$ cat src/rtl/assert_macros.svh
// ---------------------------------------------------------------------------
// assert_macros.svh
// shared concurrent assertion macros
// ---------------------------------------------------------------------------
`ifndef ASSERT_MACROS_SVH
`define ASSERT_MACROS_SVH

// same-cycle implication, off while reset is asserted
`define ASSERT_IMPLIES(label, clk, rstn, ante, cons) \
    label: assert property (@(posedge clk) disable iff (!(rstn)) (ante) |-> (cons)) \
        else $error("assertion failed");

// next-cycle implication, off while reset is asserted
`define ASSERT_NEXT(label, clk, rstn, ante, cons) \
    label: assert property (@(posedge clk) disable iff (!(rstn)) (ante) |=> (cons)) \
        else $error("assertion failed");

`endif

$ cat src/rtl/moa_pkg.sv
// ---------------------------------------------------------------------------
// moa_pkg
// types, widths and the arctangent table of the marker orientation block
// ---------------------------------------------------------------------------
package moa_pkg;

    localparam int COORD_WIDTH       = 16;
    localparam int CORDIC_ITERATIONS = 16;
    localparam int TAB_LEN           = 24;
    localparam int NUM_ITER = (CORDIC_ITERATIONS < TAB_LEN) ? CORDIC_ITERATIONS : TAB_LEN;

    localparam int PRE_SHIFT  = 24;
    // cordic x/y: magnitude stays below 2.4 * 2^(COORD_WIDTH + PRE_SHIFT)
    localparam int XW         = COORD_WIDTH + PRE_SHIFT + 3;
    localparam int ANGLE_FRAC = 16;
    localparam int ZW         = 25;
    localparam int RAW_W      = 25;
    localparam int OFFSET_W   = 9;
    localparam int ANGLE_W    = 9;

    localparam logic [RAW_W-1:0] ANG_90  = RAW_W'(90 * (1 << ANGLE_FRAC));
    localparam logic [RAW_W-1:0] ANG_180 = RAW_W'(180 * (1 << ANGLE_FRAC));
    localparam logic [RAW_W-1:0] ANG_360 = RAW_W'(360 * (1 << ANGLE_FRAC));
    localparam logic [OFFSET_W-1:0] OFFSET_RESET = OFFSET_W'(45);
    localparam logic [OFFSET_W-1:0] DEG_360      = OFFSET_W'(360);

    typedef struct packed {
        logic [COORD_WIDTH-1:0] point_x;
        logic [COORD_WIDTH-1:0] point_y;
        logic [COORD_WIDTH-1:0] center_x;
        logic [COORD_WIDTH-1:0] center_y;
    } in_t;

    typedef struct packed {
        logic [ANGLE_W-1:0] angle_deg;
        logic               degenerate;
    } out_t;

    // flags that ride along the cordic pipeline
    typedef struct packed {
        logic degenerate;
        logic zero_a;
        logic zero_b;
        logic neg_u;
        logic neg_v;
    } side_t;

    // atan(2^-i) in degrees, 16 fraction bits, rounded to nearest
    function automatic logic signed [ZW-1:0] atan_angle(input int unsigned idx);
        case (idx)
            0:       return ZW'(2949120);
            1:       return ZW'(1740967);
            2:       return ZW'(919879);
            3:       return ZW'(466945);
            4:       return ZW'(234379);
            5:       return ZW'(117304);
            6:       return ZW'(58666);
            7:       return ZW'(29335);
            8:       return ZW'(14668);
            9:       return ZW'(7334);
            10:      return ZW'(3667);
            11:      return ZW'(1833);
            12:      return ZW'(917);
            13:      return ZW'(458);
            14:      return ZW'(229);
            15:      return ZW'(115);
            16:      return ZW'(57);
            17:      return ZW'(29);
            18:      return ZW'(14);
            19:      return ZW'(7);
            20:      return ZW'(4);
            21:      return ZW'(2);
            22:      return ZW'(1);
            default: return '0;
        endcase
    endfunction

endpackage

$ cat src/rtl/moa_cordic.sv
// ---------------------------------------------------------------------------
// moa_cordic
// pipelined vectoring cordic, one rotation per register stage
// ---------------------------------------------------------------------------
module moa_cordic (
    input  logic                                  aclk,
    input  logic                                  aresetn,
    input  logic                                  in_valid,
    output logic                                  in_ready,
    input  logic [moa_pkg::COORD_WIDTH-1:0]       in_a,
    input  logic [moa_pkg::COORD_WIDTH-1:0]       in_b,
    input  moa_pkg::side_t                        in_side,
    output logic                                  out_valid,
    input  logic                                  out_ready,
    output logic signed [moa_pkg::ZW-1:0]         out_z,
    output moa_pkg::side_t                        out_side
);

    logic signed [moa_pkg::XW-1:0] x_reg    [moa_pkg::NUM_ITER];
    logic signed [moa_pkg::XW-1:0] y_reg    [moa_pkg::NUM_ITER];
    logic signed [moa_pkg::ZW-1:0] z_reg    [moa_pkg::NUM_ITER];
    moa_pkg::side_t                side_reg [moa_pkg::NUM_ITER];
    logic                          v_reg    [moa_pkg::NUM_ITER];
    logic [moa_pkg::NUM_ITER:0]    rdy;

    assign rdy[moa_pkg::NUM_ITER] = out_ready;
    assign in_ready  = rdy[0];
    assign out_valid = v_reg[moa_pkg::NUM_ITER-1];
    assign out_z     = z_reg[moa_pkg::NUM_ITER-1];
    assign out_side  = side_reg[moa_pkg::NUM_ITER-1];

    genvar i;
    for (i = 0; i < moa_pkg::NUM_ITER; i++) begin : g_stage
        logic signed [moa_pkg::XW-1:0] x_cur;
        logic signed [moa_pkg::XW-1:0] y_cur;
        logic signed [moa_pkg::ZW-1:0] z_cur;
        moa_pkg::side_t                side_cur;
        logic                          v_cur;
        logic signed [moa_pkg::XW-1:0] x_next;
        logic signed [moa_pkg::XW-1:0] y_next;
        logic signed [moa_pkg::ZW-1:0] z_next;

        if (i == 0) begin : g_first
            assign x_cur    = {3'b000, in_a, {moa_pkg::PRE_SHIFT{1'b0}}};
            assign y_cur    = {3'b000, in_b, {moa_pkg::PRE_SHIFT{1'b0}}};
            assign z_cur    = '0;
            assign side_cur = in_side;
            assign v_cur    = in_valid;
        end else begin : g_rest
            assign x_cur    = x_reg[i-1];
            assign y_cur    = y_reg[i-1];
            assign z_cur    = z_reg[i-1];
            assign side_cur = side_reg[i-1];
            assign v_cur    = v_reg[i-1];
        end

        // arithmetic shift of y rounds toward minus infinity; x never goes negative
        always_comb begin
            if (y_cur > 0) begin
                x_next = x_cur + (y_cur >>> i);
                y_next = y_cur - (x_cur >>> i);
                z_next = z_cur + moa_pkg::atan_angle(i);
            end else begin
                x_next = x_cur - (y_cur >>> i);
                y_next = y_cur + (x_cur >>> i);
                z_next = z_cur - moa_pkg::atan_angle(i);
            end
        end

        assign rdy[i] = !v_reg[i] || rdy[i+1];

        always_ff @(posedge aclk) begin
            if (!aresetn) begin
                v_reg[i] <= 1'b0;
            end else if (rdy[i]) begin
                v_reg[i] <= v_cur;
            end
        end

        always_ff @(posedge aclk) begin
            if (rdy[i] && v_cur) begin
                x_reg[i]    <= x_next;
                y_reg[i]    <= y_next;
                z_reg[i]    <= z_next;
                side_reg[i] <= side_cur;
            end
        end
    end

endmodule

$ cat src/rtl/marker_orientation_angle.sv
// ---------------------------------------------------------------------------
// marker_orientation_angle
// orientation of a corner point about a box center in whole degrees
// ---------------------------------------------------------------------------
//  port group   direction  contents
//  s_*          in         corner and center, unsigned Q12.4 (in_t)
//  m_*          out        angle_deg 0..359 and degenerate flag (out_t)
//  cfg_*        in         angle_offset write, 9 bits, always ready
//
//  one transaction per cycle in, one per cycle out while m_ready holds; the registers
//  are the front stage, one per cordic rotation, the quadrant stage and the output stage
//  reset clears all valid bits and loads angle_offset with 45
//  every stage holds while the one after it is full and stalled; empty
//  stages fill up, so input keeps flowing while a result waits at m_*
// ---------------------------------------------------------------------------
`include "assert_macros.svh"

module marker_orientation_angle (
    input  logic                          aclk,
    input  logic                          aresetn,
    input  logic                          s_valid,
    output logic                          s_ready,
    input  moa_pkg::in_t                  s_data,
    output logic                          m_valid,
    input  logic                          m_ready,
    output moa_pkg::out_t                 m_data,
    input  logic                          cfg_valid,
    output logic                          cfg_ready,
    input  logic [moa_pkg::OFFSET_W-1:0]  cfg_data
);

    // offset register, stored already reduced below 360
    logic [moa_pkg::OFFSET_W-1:0] offset_reg;

    assign cfg_ready = 1'b1;

    always_ff @(posedge aclk) begin
        if (!aresetn) begin
            offset_reg <= moa_pkg::OFFSET_RESET;
        end else if (cfg_valid) begin
            offset_reg <= (cfg_data >= moa_pkg::DEG_360) ? cfg_data - moa_pkg::DEG_360
                                                         : cfg_data;
        end
    end

    // front stage: difference vector, magnitudes, special-case flags
    logic                              f_valid_reg;
    logic [moa_pkg::COORD_WIDTH-1:0]   f_a_reg;
    logic [moa_pkg::COORD_WIDTH-1:0]   f_b_reg;
    moa_pkg::side_t                    f_side_reg;
    logic                              f_ready;
    logic signed [moa_pkg::COORD_WIDTH:0] u_diff;
    logic signed [moa_pkg::COORD_WIDTH:0] v_diff;
    logic signed [moa_pkg::COORD_WIDTH:0] u_abs;
    logic signed [moa_pkg::COORD_WIDTH:0] v_abs;
    moa_pkg::side_t                    side_next;

    logic                              c_ready;
    logic                              c_valid;
    logic signed [moa_pkg::ZW-1:0]     c_z;
    moa_pkg::side_t                    c_side;
    logic                              q_ready;
    logic                              o_ready;

    always_comb begin
        u_diff = $signed({1'b0, s_data.center_x}) - $signed({1'b0, s_data.point_x});
        v_diff = $signed({1'b0, s_data.center_y}) - $signed({1'b0, s_data.point_y});
        u_abs  = u_diff[moa_pkg::COORD_WIDTH] ? -u_diff : u_diff;
        v_abs  = v_diff[moa_pkg::COORD_WIDTH] ? -v_diff : v_diff;
        side_next.zero_a     = (u_diff == '0);
        side_next.zero_b     = (v_diff == '0);
        side_next.degenerate = (u_diff == '0) && (v_diff == '0);
        side_next.neg_u      = u_diff[moa_pkg::COORD_WIDTH];
        side_next.neg_v      = v_diff[moa_pkg::COORD_WIDTH];
    end

    assign f_ready = !f_valid_reg || c_ready;
    assign s_ready = f_ready;

    always_ff @(posedge aclk) begin
        if (!aresetn) begin
            f_valid_reg <= 1'b0;
        end else if (f_ready) begin
            f_valid_reg <= s_valid;
        end
    end

    always_ff @(posedge aclk) begin
        if (f_ready && s_valid) begin
            f_a_reg    <= u_abs[moa_pkg::COORD_WIDTH-1:0];
            f_b_reg    <= v_abs[moa_pkg::COORD_WIDTH-1:0];
            f_side_reg <= side_next;
        end
    end

    moa_cordic u_cordic (
        .aclk      (aclk),
        .aresetn   (aresetn),
        .in_valid  (f_valid_reg),
        .in_ready  (c_ready),
        .in_a      (f_a_reg),
        .in_b      (f_b_reg),
        .in_side   (f_side_reg),
        .out_valid (c_valid),
        .out_ready (q_ready),
        .out_z     (c_z),
        .out_side  (c_side)
    );

    // quadrant stage: clamp, special axes, map into the range [0, 360)
    logic                          q_valid_reg;
    logic [moa_pkg::RAW_W-1:0]     q_raw_reg;
    logic                          q_degen_reg;
    logic [moa_pkg::RAW_W-1:0]     th;
    logic [moa_pkg::RAW_W-1:0]     raw;

    always_comb begin
        if (c_side.zero_b) begin
            th = '0;
        end else if (c_side.zero_a) begin
            th = moa_pkg::ANG_90;
        end else if (c_z < 0) begin
            th = '0;
        end else if (moa_pkg::RAW_W'(c_z) > moa_pkg::ANG_90) begin
            th = moa_pkg::ANG_90;
        end else begin
            th = moa_pkg::RAW_W'(c_z);
        end

        if (!c_side.neg_u && !c_side.neg_v) begin
            raw = th;
        end else if (c_side.neg_u && !c_side.neg_v) begin
            raw = moa_pkg::ANG_180 - th;
        end else if (c_side.neg_u) begin
            raw = moa_pkg::ANG_180 + th;
        end else begin
            raw = moa_pkg::ANG_360 - th;
        end
        if (raw >= moa_pkg::ANG_360) begin
            raw = raw - moa_pkg::ANG_360;
        end
    end

    assign q_ready = !q_valid_reg || o_ready;

    always_ff @(posedge aclk) begin
        if (!aresetn) begin
            q_valid_reg <= 1'b0;
        end else if (q_ready) begin
            q_valid_reg <= c_valid;
        end
    end

    always_ff @(posedge aclk) begin
        if (q_ready && c_valid) begin
            q_raw_reg   <= raw;
            q_degen_reg <= c_side.degenerate;
        end
    end

    // output stage: subtract offset, wrap, truncate to whole degrees, zero if degenerate
    logic                          m_valid_reg;
    moa_pkg::out_t                 m_data_reg;
    moa_pkg::out_t                 m_data_next;
    logic [moa_pkg::RAW_W:0]       res;

    always_comb begin
        res = {1'b0, q_raw_reg}
            - {1'b0, offset_reg, {moa_pkg::ANGLE_FRAC{1'b0}}};
        if (res[moa_pkg::RAW_W]) begin
            res = res + {1'b0, moa_pkg::ANG_360};
        end
        m_data_next.degenerate = q_degen_reg;
        m_data_next.angle_deg  = q_degen_reg ? '0
            : res[moa_pkg::ANGLE_FRAC+moa_pkg::ANGLE_W-1:moa_pkg::ANGLE_FRAC];
    end

    assign o_ready = !m_valid_reg || m_ready;

    always_ff @(posedge aclk) begin
        if (!aresetn) begin
            m_valid_reg <= 1'b0;
        end else if (o_ready) begin
            m_valid_reg <= q_valid_reg;
        end
    end

    always_ff @(posedge aclk) begin
        if (o_ready && q_valid_reg) begin
            m_data_reg <= m_data_next;
        end
    end

    assign m_valid = m_valid_reg;
    assign m_data  = m_data_reg;

    // a full pipeline is the only way the input side can be held off
    `ASSERT_IMPLIES(a_stall_from_output, aclk, aresetn, !s_ready, m_valid && !m_ready)
    `ASSERT_IMPLIES(a_angle_range, aclk, aresetn, m_valid, m_data.angle_deg < 9'd360)
    `ASSERT_IMPLIES(a_degen_zero, aclk, aresetn, m_valid && m_data.degenerate,
                    m_data.angle_deg == '0)
    `ASSERT_NEXT(a_offset_reduced, aclk, aresetn, cfg_valid, offset_reg < moa_pkg::DEG_360)

endmodule
$ cat config.mk
export PLATFORM = sky130hd
export DESIGN_NAME = marker_orientation_angle
export DESIGN_NICKNAME = d
export VERILOG_FILES = /design/src/rtl/moa_pkg.sv /design/src/rtl/moa_cordic.sv /design/src/rtl/marker_orientation_angle.sv
export VERILOG_INCLUDE_DIRS = /design/src /design/src/rtl
export SDC_FILE = /design/constraint.sdc
export NUM_CORES = 2
export LEC_CHECK = 0
export BUFFER_PORTS_ARGS = -buffer_cell sky130_fd_sc_hd__buf_4
export CORE_ASPECT_RATIO = 1.25
export CORE_MARGIN = 2
export CORE_UTILIZATION = 59
export DETAILED_ROUTE_END_ITERATION = 8
export PLACE_DENSITY = 0.78
export SKIP_LAST_GASP = 1
export SLEW_MARGIN = 25
export SYNTH_ARGS = -nofsm -noshare
export SYNTH_HDL_FRONTEND = slang
export SYNTH_HIERARCHICAL = 1
export SYNTH_SLANG_ARGS = --single-unit
export TNS_END_PERCENT = 20
$ cat constraint.sdc
create_clock -name aclk -period 13.85 [get_ports aclk]
set_clock_uncertainty 0.05 [all_clocks]
set_input_delay 4.155 -clock aclk [delete_from_list [all_inputs] [get_ports aclk]]
set_output_delay 4.155 -clock aclk [all_outputs]
set_load 0.05 [all_outputs]
-- Word-level counts from Yosys, hierarchy flattened
Memory sizes are Yosys's and may differ from the RTL's.
Index checks and enable logic that the tools add are counted.
W data, S select, Z words.
- $add $sub $neg: 104
- multiplexer cells: 157
- bitwise operators: 16
- reductions and logical operators: 64
- magnitude comparators: 20
- operator list (cell ; count):
    $mux W43 ; 32
    $gt A43 B1 Y1 const B ; 15
    $mux W25 ; 25
    $mux W1 ; 97
    $add A43 B28 Y43 ; 2
    $add A43 B29 Y43 ; 2
    $add A43 B30 Y43 ; 2
    $add A43 B31 Y43 ; 2
    $add A43 B32 Y43 ; 2
    $add A43 B33 Y43 ; 2
    $add A43 B34 Y43 ; 2
    $add A43 B35 Y43 ; 2
    $add A43 B36 Y43 ; 2
    $add A43 B37 Y43 ; 2
    $add A43 B38 Y43 ; 2
    $add A43 B39 Y43 ; 2
    $add A43 B40 Y43 ; 2
    $add A43 B41 Y43 ; 2
    $add A43 B42 Y43 ; 2
    $sub A43 B28 Y43 ; 2
    $sub A43 B29 Y43 ; 2
    $sub A43 B30 Y43 ; 2
    $sub A43 B31 Y43 ; 2
    $sub A43 B32 Y43 ; 2
    63 further kinds ; 152
- input bits: 78
- output and inout port bits: 13
- bits in writable memories: 1872
- memories kept: 5
- bits in registers: 85
- memory list (name ; depth ; bits a word ; read ports ; clocked after Yosys merged registers in ; write ports ; RTL line ; source):
    u_cordic.x_reg ; 16 ; 43 ; 15 ; 0 ; 16 ; moa_cordic.sv:19 ; logic signed [moa_pkg::XW-1:0] x_reg [moa_pkg::NUM_ITER];
    u_cordic.y_reg ; 16 ; 43 ; 15 ; 0 ; 16 ; moa_cordic.sv:20 ; logic signed [moa_pkg::XW-1:0] y_reg [moa_pkg::NUM_ITER];
    u_cordic.z_reg ; 16 ; 25 ; 16 ; 0 ; 16 ; moa_cordic.sv:21 ; logic signed [moa_pkg::ZW-1:0] z_reg [moa_pkg::NUM_ITER];
    u_cordic.side_reg ; 16 ; 5 ; 16 ; 0 ; 16 ; moa_cordic.sv:22 ; moa_pkg::side_t side_reg [moa_pkg::NUM_ITER];
    u_cordic.v_reg ; 16 ; 1 ; 16 ; 0 ; 16 ; moa_cordic.sv:23 ; logic v_reg [moa_pkg::NUM_ITER];

-- Logic depth before layout (Yosys ltp)
- depth after elaboration: 23
- depth in mapped cells: 29
- mapped depth without buffers: 26

-- Hierarchy
The synthesis kept the hierarchy.
- modules (own cells, without submodules) (module ; cells each ; instances ; area an instance (sq um) ; sequential area each (sq um)):
    moa_cordic ; 12429 ; 1 ; 119950.0 ; 43351.6
    marker_orientation_angle ; 746 ; 1 ; 6419.9 ; 1951.9

-- Worst setup path before layout
No wires, ideal clock.
- path type: input -> register
- start point: in m_ready
- end point: mem u_cordic.v_reg[7][0], in the netlist u_cordic/v_reg[0][7] (data pin)
- library setup time: 0.195 ns
- data required time: 13.605 ns
- arrival: 13.979 ns
- slack: -0.374 ns
- stages: 9
- path through: nor2b_1 > nand2_1 > nor2b_1 > nand3_1 > nor2_1 > and3_1 > and3_1 > a21boi_0 > and2_1
- RTL lines (item ; RTL line ; source):
    from (decl) ; marker_orientation_angle.sv:25 ; input logic m_ready,
    to (decl) ; moa_cordic.sv:23 ;

-- Worst setup path in the final report
- start point: in m_ready
- end point: out s_ready
- cells in the longest elaborated chain, start to end: 19
- ends and longest elaborated chain (item ; RTL line ; source):
    $logic_or A1 B1 Y1 ; marker_orientation_angle.sv:178 ; assign o_ready = !m_valid_reg || m_ready;
    $logic_or A1 B1 Y1 ; marker_orientation_angle.sv:144 ; assign q_ready = !q_valid_reg || o_ready;
    named net q_ready ; marker_orientation_angle.sv:62 ; logic q_ready;
    $logic_or A1 B1 Y1 (16 in a row) ; moa_cordic.sv:70 ; assign rdy[i] = !v_reg[i] || rdy[i+1];
    named net c_ready ; marker_orientation_angle.sv:58 ; logic c_ready;
    $logic_or A1 B1 Y1 ; marker_orientation_angle.sv:77 ; assign f_ready = !f_valid_reg || c_ready;
    to (decl) ; marker_orientation_angle.sv:22 ; output logic s_ready,
The timed path passes the listed nets, and every way through them passes these cells.

==> impl_metrics.toml <==
[sta]
tns_ns = 0
fin_crit_sh_pct = 88.1
tightestPinTransition_ns = 1.17
drv_slew = 0
setup_viol = 0
max_freq_ghz = 0.0819
period_needed_ns = 12.21
relSlewSlack_pct = 20.8
rsz0062_at_grt = "false"
finalHoldViolations = 0

[logic_synthesis]
synth_edf_count = 1500
yosysMostFrequentCell = "edfxtp_1"
yosysSeqAreaShare_pct = 35.8
syn_inst = 13200
syn_nets = 14600
synth_top_area_share_pct = 35.6
ys_warn_count = 6
ys_top_cells_by_area = "edfxtp_1, ha_1, xnor2_1"
synth_top_cell_by_area = "edfxtp_1"
ys.flop_type = "edfxtp_1"
ys_seq_elements = 1513
synthTopCellsByCount = "edfxtp_1, ha_1, xnor2_1"
synth.avg_cell_area_um2 = 9.59
syn_area_um2 = 126000
synthDistinctLibCells = 119
synthArstFlopShare_pct = 0

[run_status]
status = "finished, final reports clean"

[placement]
dpl.hpwl_um = 270000
dp.cells = 15900
portBuffers = 89
place_congestion = 0.997
postPlaceCellArea_um2 = 130000

[critical_path]
rr_endpoint = "u_cordic/x_reg[1][257]$_DFFE_PP_"
critPathLaunch = "m_ready"
worstPathCellList = "buf_4 -> nor2b_1 -> nand2_1 -> nor2b_1 -> nand3_1 -> nor2_1 -> nand3_1 -> nor2_1 -> nand3_1 -> nor2_1 -> and3_1 -> nand2_1 -> nand2b_1 -> buf_4"
cp_slowest_cell = "nor2b_1"
endpoint_kind = "output pin"
worstPathMaxFanout = 7
r2r-start = "u_cordic/y_reg[1][190]$_DFFE_PP_"
cp_top_family = "simple AND/OR/NAND/NOR gates"
r2r_cells = 25
crit_required_ns = 9.64
rrSetupSlack_ns = 4.69
crit_type = "in -> out"
max_stage_delay_ns = 0.58
cp-endpoint = "s_ready"
start_kind = "primary input"
path_buf_inv = 2
cp_num_cells = 14
worstPathArrival_ns = 8.00

[clock_network]
htreeDepth = 4
cts_buffer_depth = 3
cts_tree = "built"
cts_sinks = 1513
cts_setup_buffers = 0
clk_pin_slew_ns = 0.06
hold_buffers = 0
clk_latency_ns = 0.88
cts_resized = 0
cts-root-buf = "clkbuf_16"
numCtsBuffers = 161

[route]
firstDrtPassIters = 7
drcViolationCount = 0
via_per_inst = 6.32
initialDrtViolationCount = 7495
vias = 102000
wl_per_cell_um = 20.9
wirelength_um = 338000
ant_nets = 0

[grt]
grt_max_degree = 85
antenna_found_initial = 13
grt_pass1_wl_um = 533000
grtUsageTotal_pct = 30.3
grt_pass1_vias = 101000
grt.overflow.total = 0

[layout]
synthToLayoutAreaGrowth_pct = 7.51
nFillCells = 17100
largest_reg_flops = 526
multi_input_area_um2 = 78200
fin_cells = 16200
final_nets = 14700
regArea_um2 = 45300
drive_gt1_share_pct = 4.69
design_area_um2 = 136000

[die]
core-area_um2 = 213000
start_util_pct = 59.4
die_h_um = 521
ios = 91
die_area_um2 = 218000
die_w_um = 418
rows = 189

[min_path]
worst_hold_startpoint = "u_cordic/side_reg[0][31]$_DFFE_PP_"
holdPathStages = 0
hp-class = "reg -> reg"

[pwr]
peakVddDrop_mv = 0.117
pwr_density_cell_nw_per_um2 = 83.2
p_leak_uw = 0.0540

[flow_run]
max_cap_violations = 0
==> cell families (layout without fill, tap and decap cells) <==
group | after synthesis | after routing | share of synthesized area, %
compound gates | 3805 | 3805 | 19.4
xor+xnor | 1919 | 1919 | 13.3
fa+ha+maj | 1392 | 1392 | 14.0
buf+inv | 797 | 1018 | 2.42
flops | 1513 | 1513 | 35.8
mux | 47 | 47 | 0.391
other cells | 2 | 6 | 0.00594
simple gates | 3700 | 3700 | 14.6
==> final cells by class <==
cell class	instances	share of cell area, %
Clock inverter	108	1.04
Tap cell	2769	2.55
Inverter	566	1.56
Clock buffer	188	3.05
Sequential cell	1513	33.3
Antenna cell	4	0.00737
Multi-Input combinational cell	10900	57.6
Timing Repair Buffer	156	0.865
==> layer usage <==
| metal | track usage, % | part of all wire [%] |
|---|---|---|
| met1 | 33.8 | 38 |
| met2 | 55.1 | 51 |
| met3 | 3.79 | 4.6 |
| met4 | 17.9 | 6.6 |
| met5 | 0 | 0.030 |
==> worst reg2reg max path: stages, from the launching register on <==
cell       delay [ns]
edfxtp_1         0.55
or4_1            0.62
nor4_1           0.46
nand2_1          0.35
inv_1            0.18
nand3_1          0.38
nor2_1           0.61
nand4_2          0.45
nor2b_2          0.32
inv_2            0.04
buf_4            0.47
nor2_1           0.16
xnor2_1          0.32
ha_1             0.32
a21o_1           0.19
a211oi_1         0.27
nand2_1          0.11
a2111o_1         0.36
o211ai_1         0.47
o31ai_1          0.27
o21ai_0          0.51
o21ai_0          0.35
and4_1           0.31
a2111oi_2        0.49
a21oi_1          0.16
xnor2_1          0.17
==> per-stage QoR <==
stage	util [%]	total power, uW	setup WS, ns	hold slack, ns
3_5_place_dp	61.3	6910	1.65	0.355
4_1_cts	63.9	11400	1.64	0.331
5_1_grt	63.9	11700	1.34	0.336
2_1_floorplan	-	6520	2.72	0.350
6_report	63.9	11300	1.64	0.337
3_3_place_gp	61.3	6870	1.79	0.351
==> worst min path at each step <==
stage                     slack, ns                                  to
after detailed placement       0.35   u_cordic/side_reg[0][9]$_DFFE_PP_
after CTS                      0.33  u_cordic/side_reg[0][30]$_DFFE_PP_
after global routing           0.34  u_cordic/side_reg[0][34]$_DFFE_PP_
after floorplan                0.35               q_degen_reg$_DFFE_PP_
after global placement         0.35   u_cordic/side_reg[0][8]$_DFFE_PP_
final                          0.34  u_cordic/side_reg[0][36]$_DFFE_PP_
==> cell usage in the layout, fill, tap and decap left out, types with 161 or more instances in the layout <==
| cell | count |
|---|---|
| edfxtp_1 | 1500 |
| ha_1 | 1355 |
| xnor2_1 | 1229 |
| a21oi_1 | 1147 |
| nor2_1 | 1027 |
| nand2_1 | 758 |
| o21ai_0 | 754 |
| xor2_1 | 689 |
| inv_1 | 551 |
| a21o_1 | 520 |
| nor3_1 | 339 |
| nand3_1 | 247 |
| nand2b_1 | 214 |
| o31ai_1 | 199 |
| o21a_1 | 195 |
| nor2b_1 | 173 |
| o21bai_1 | 173 |
| clkbuf_16 | 161 |
==> power by group <==
part	switching, uW	internal (uW)	total, uW
logic	899	671	1570
registers	116	5160	5280
clock network	1950	2510	4460
(Power assumes the default switching activity.)
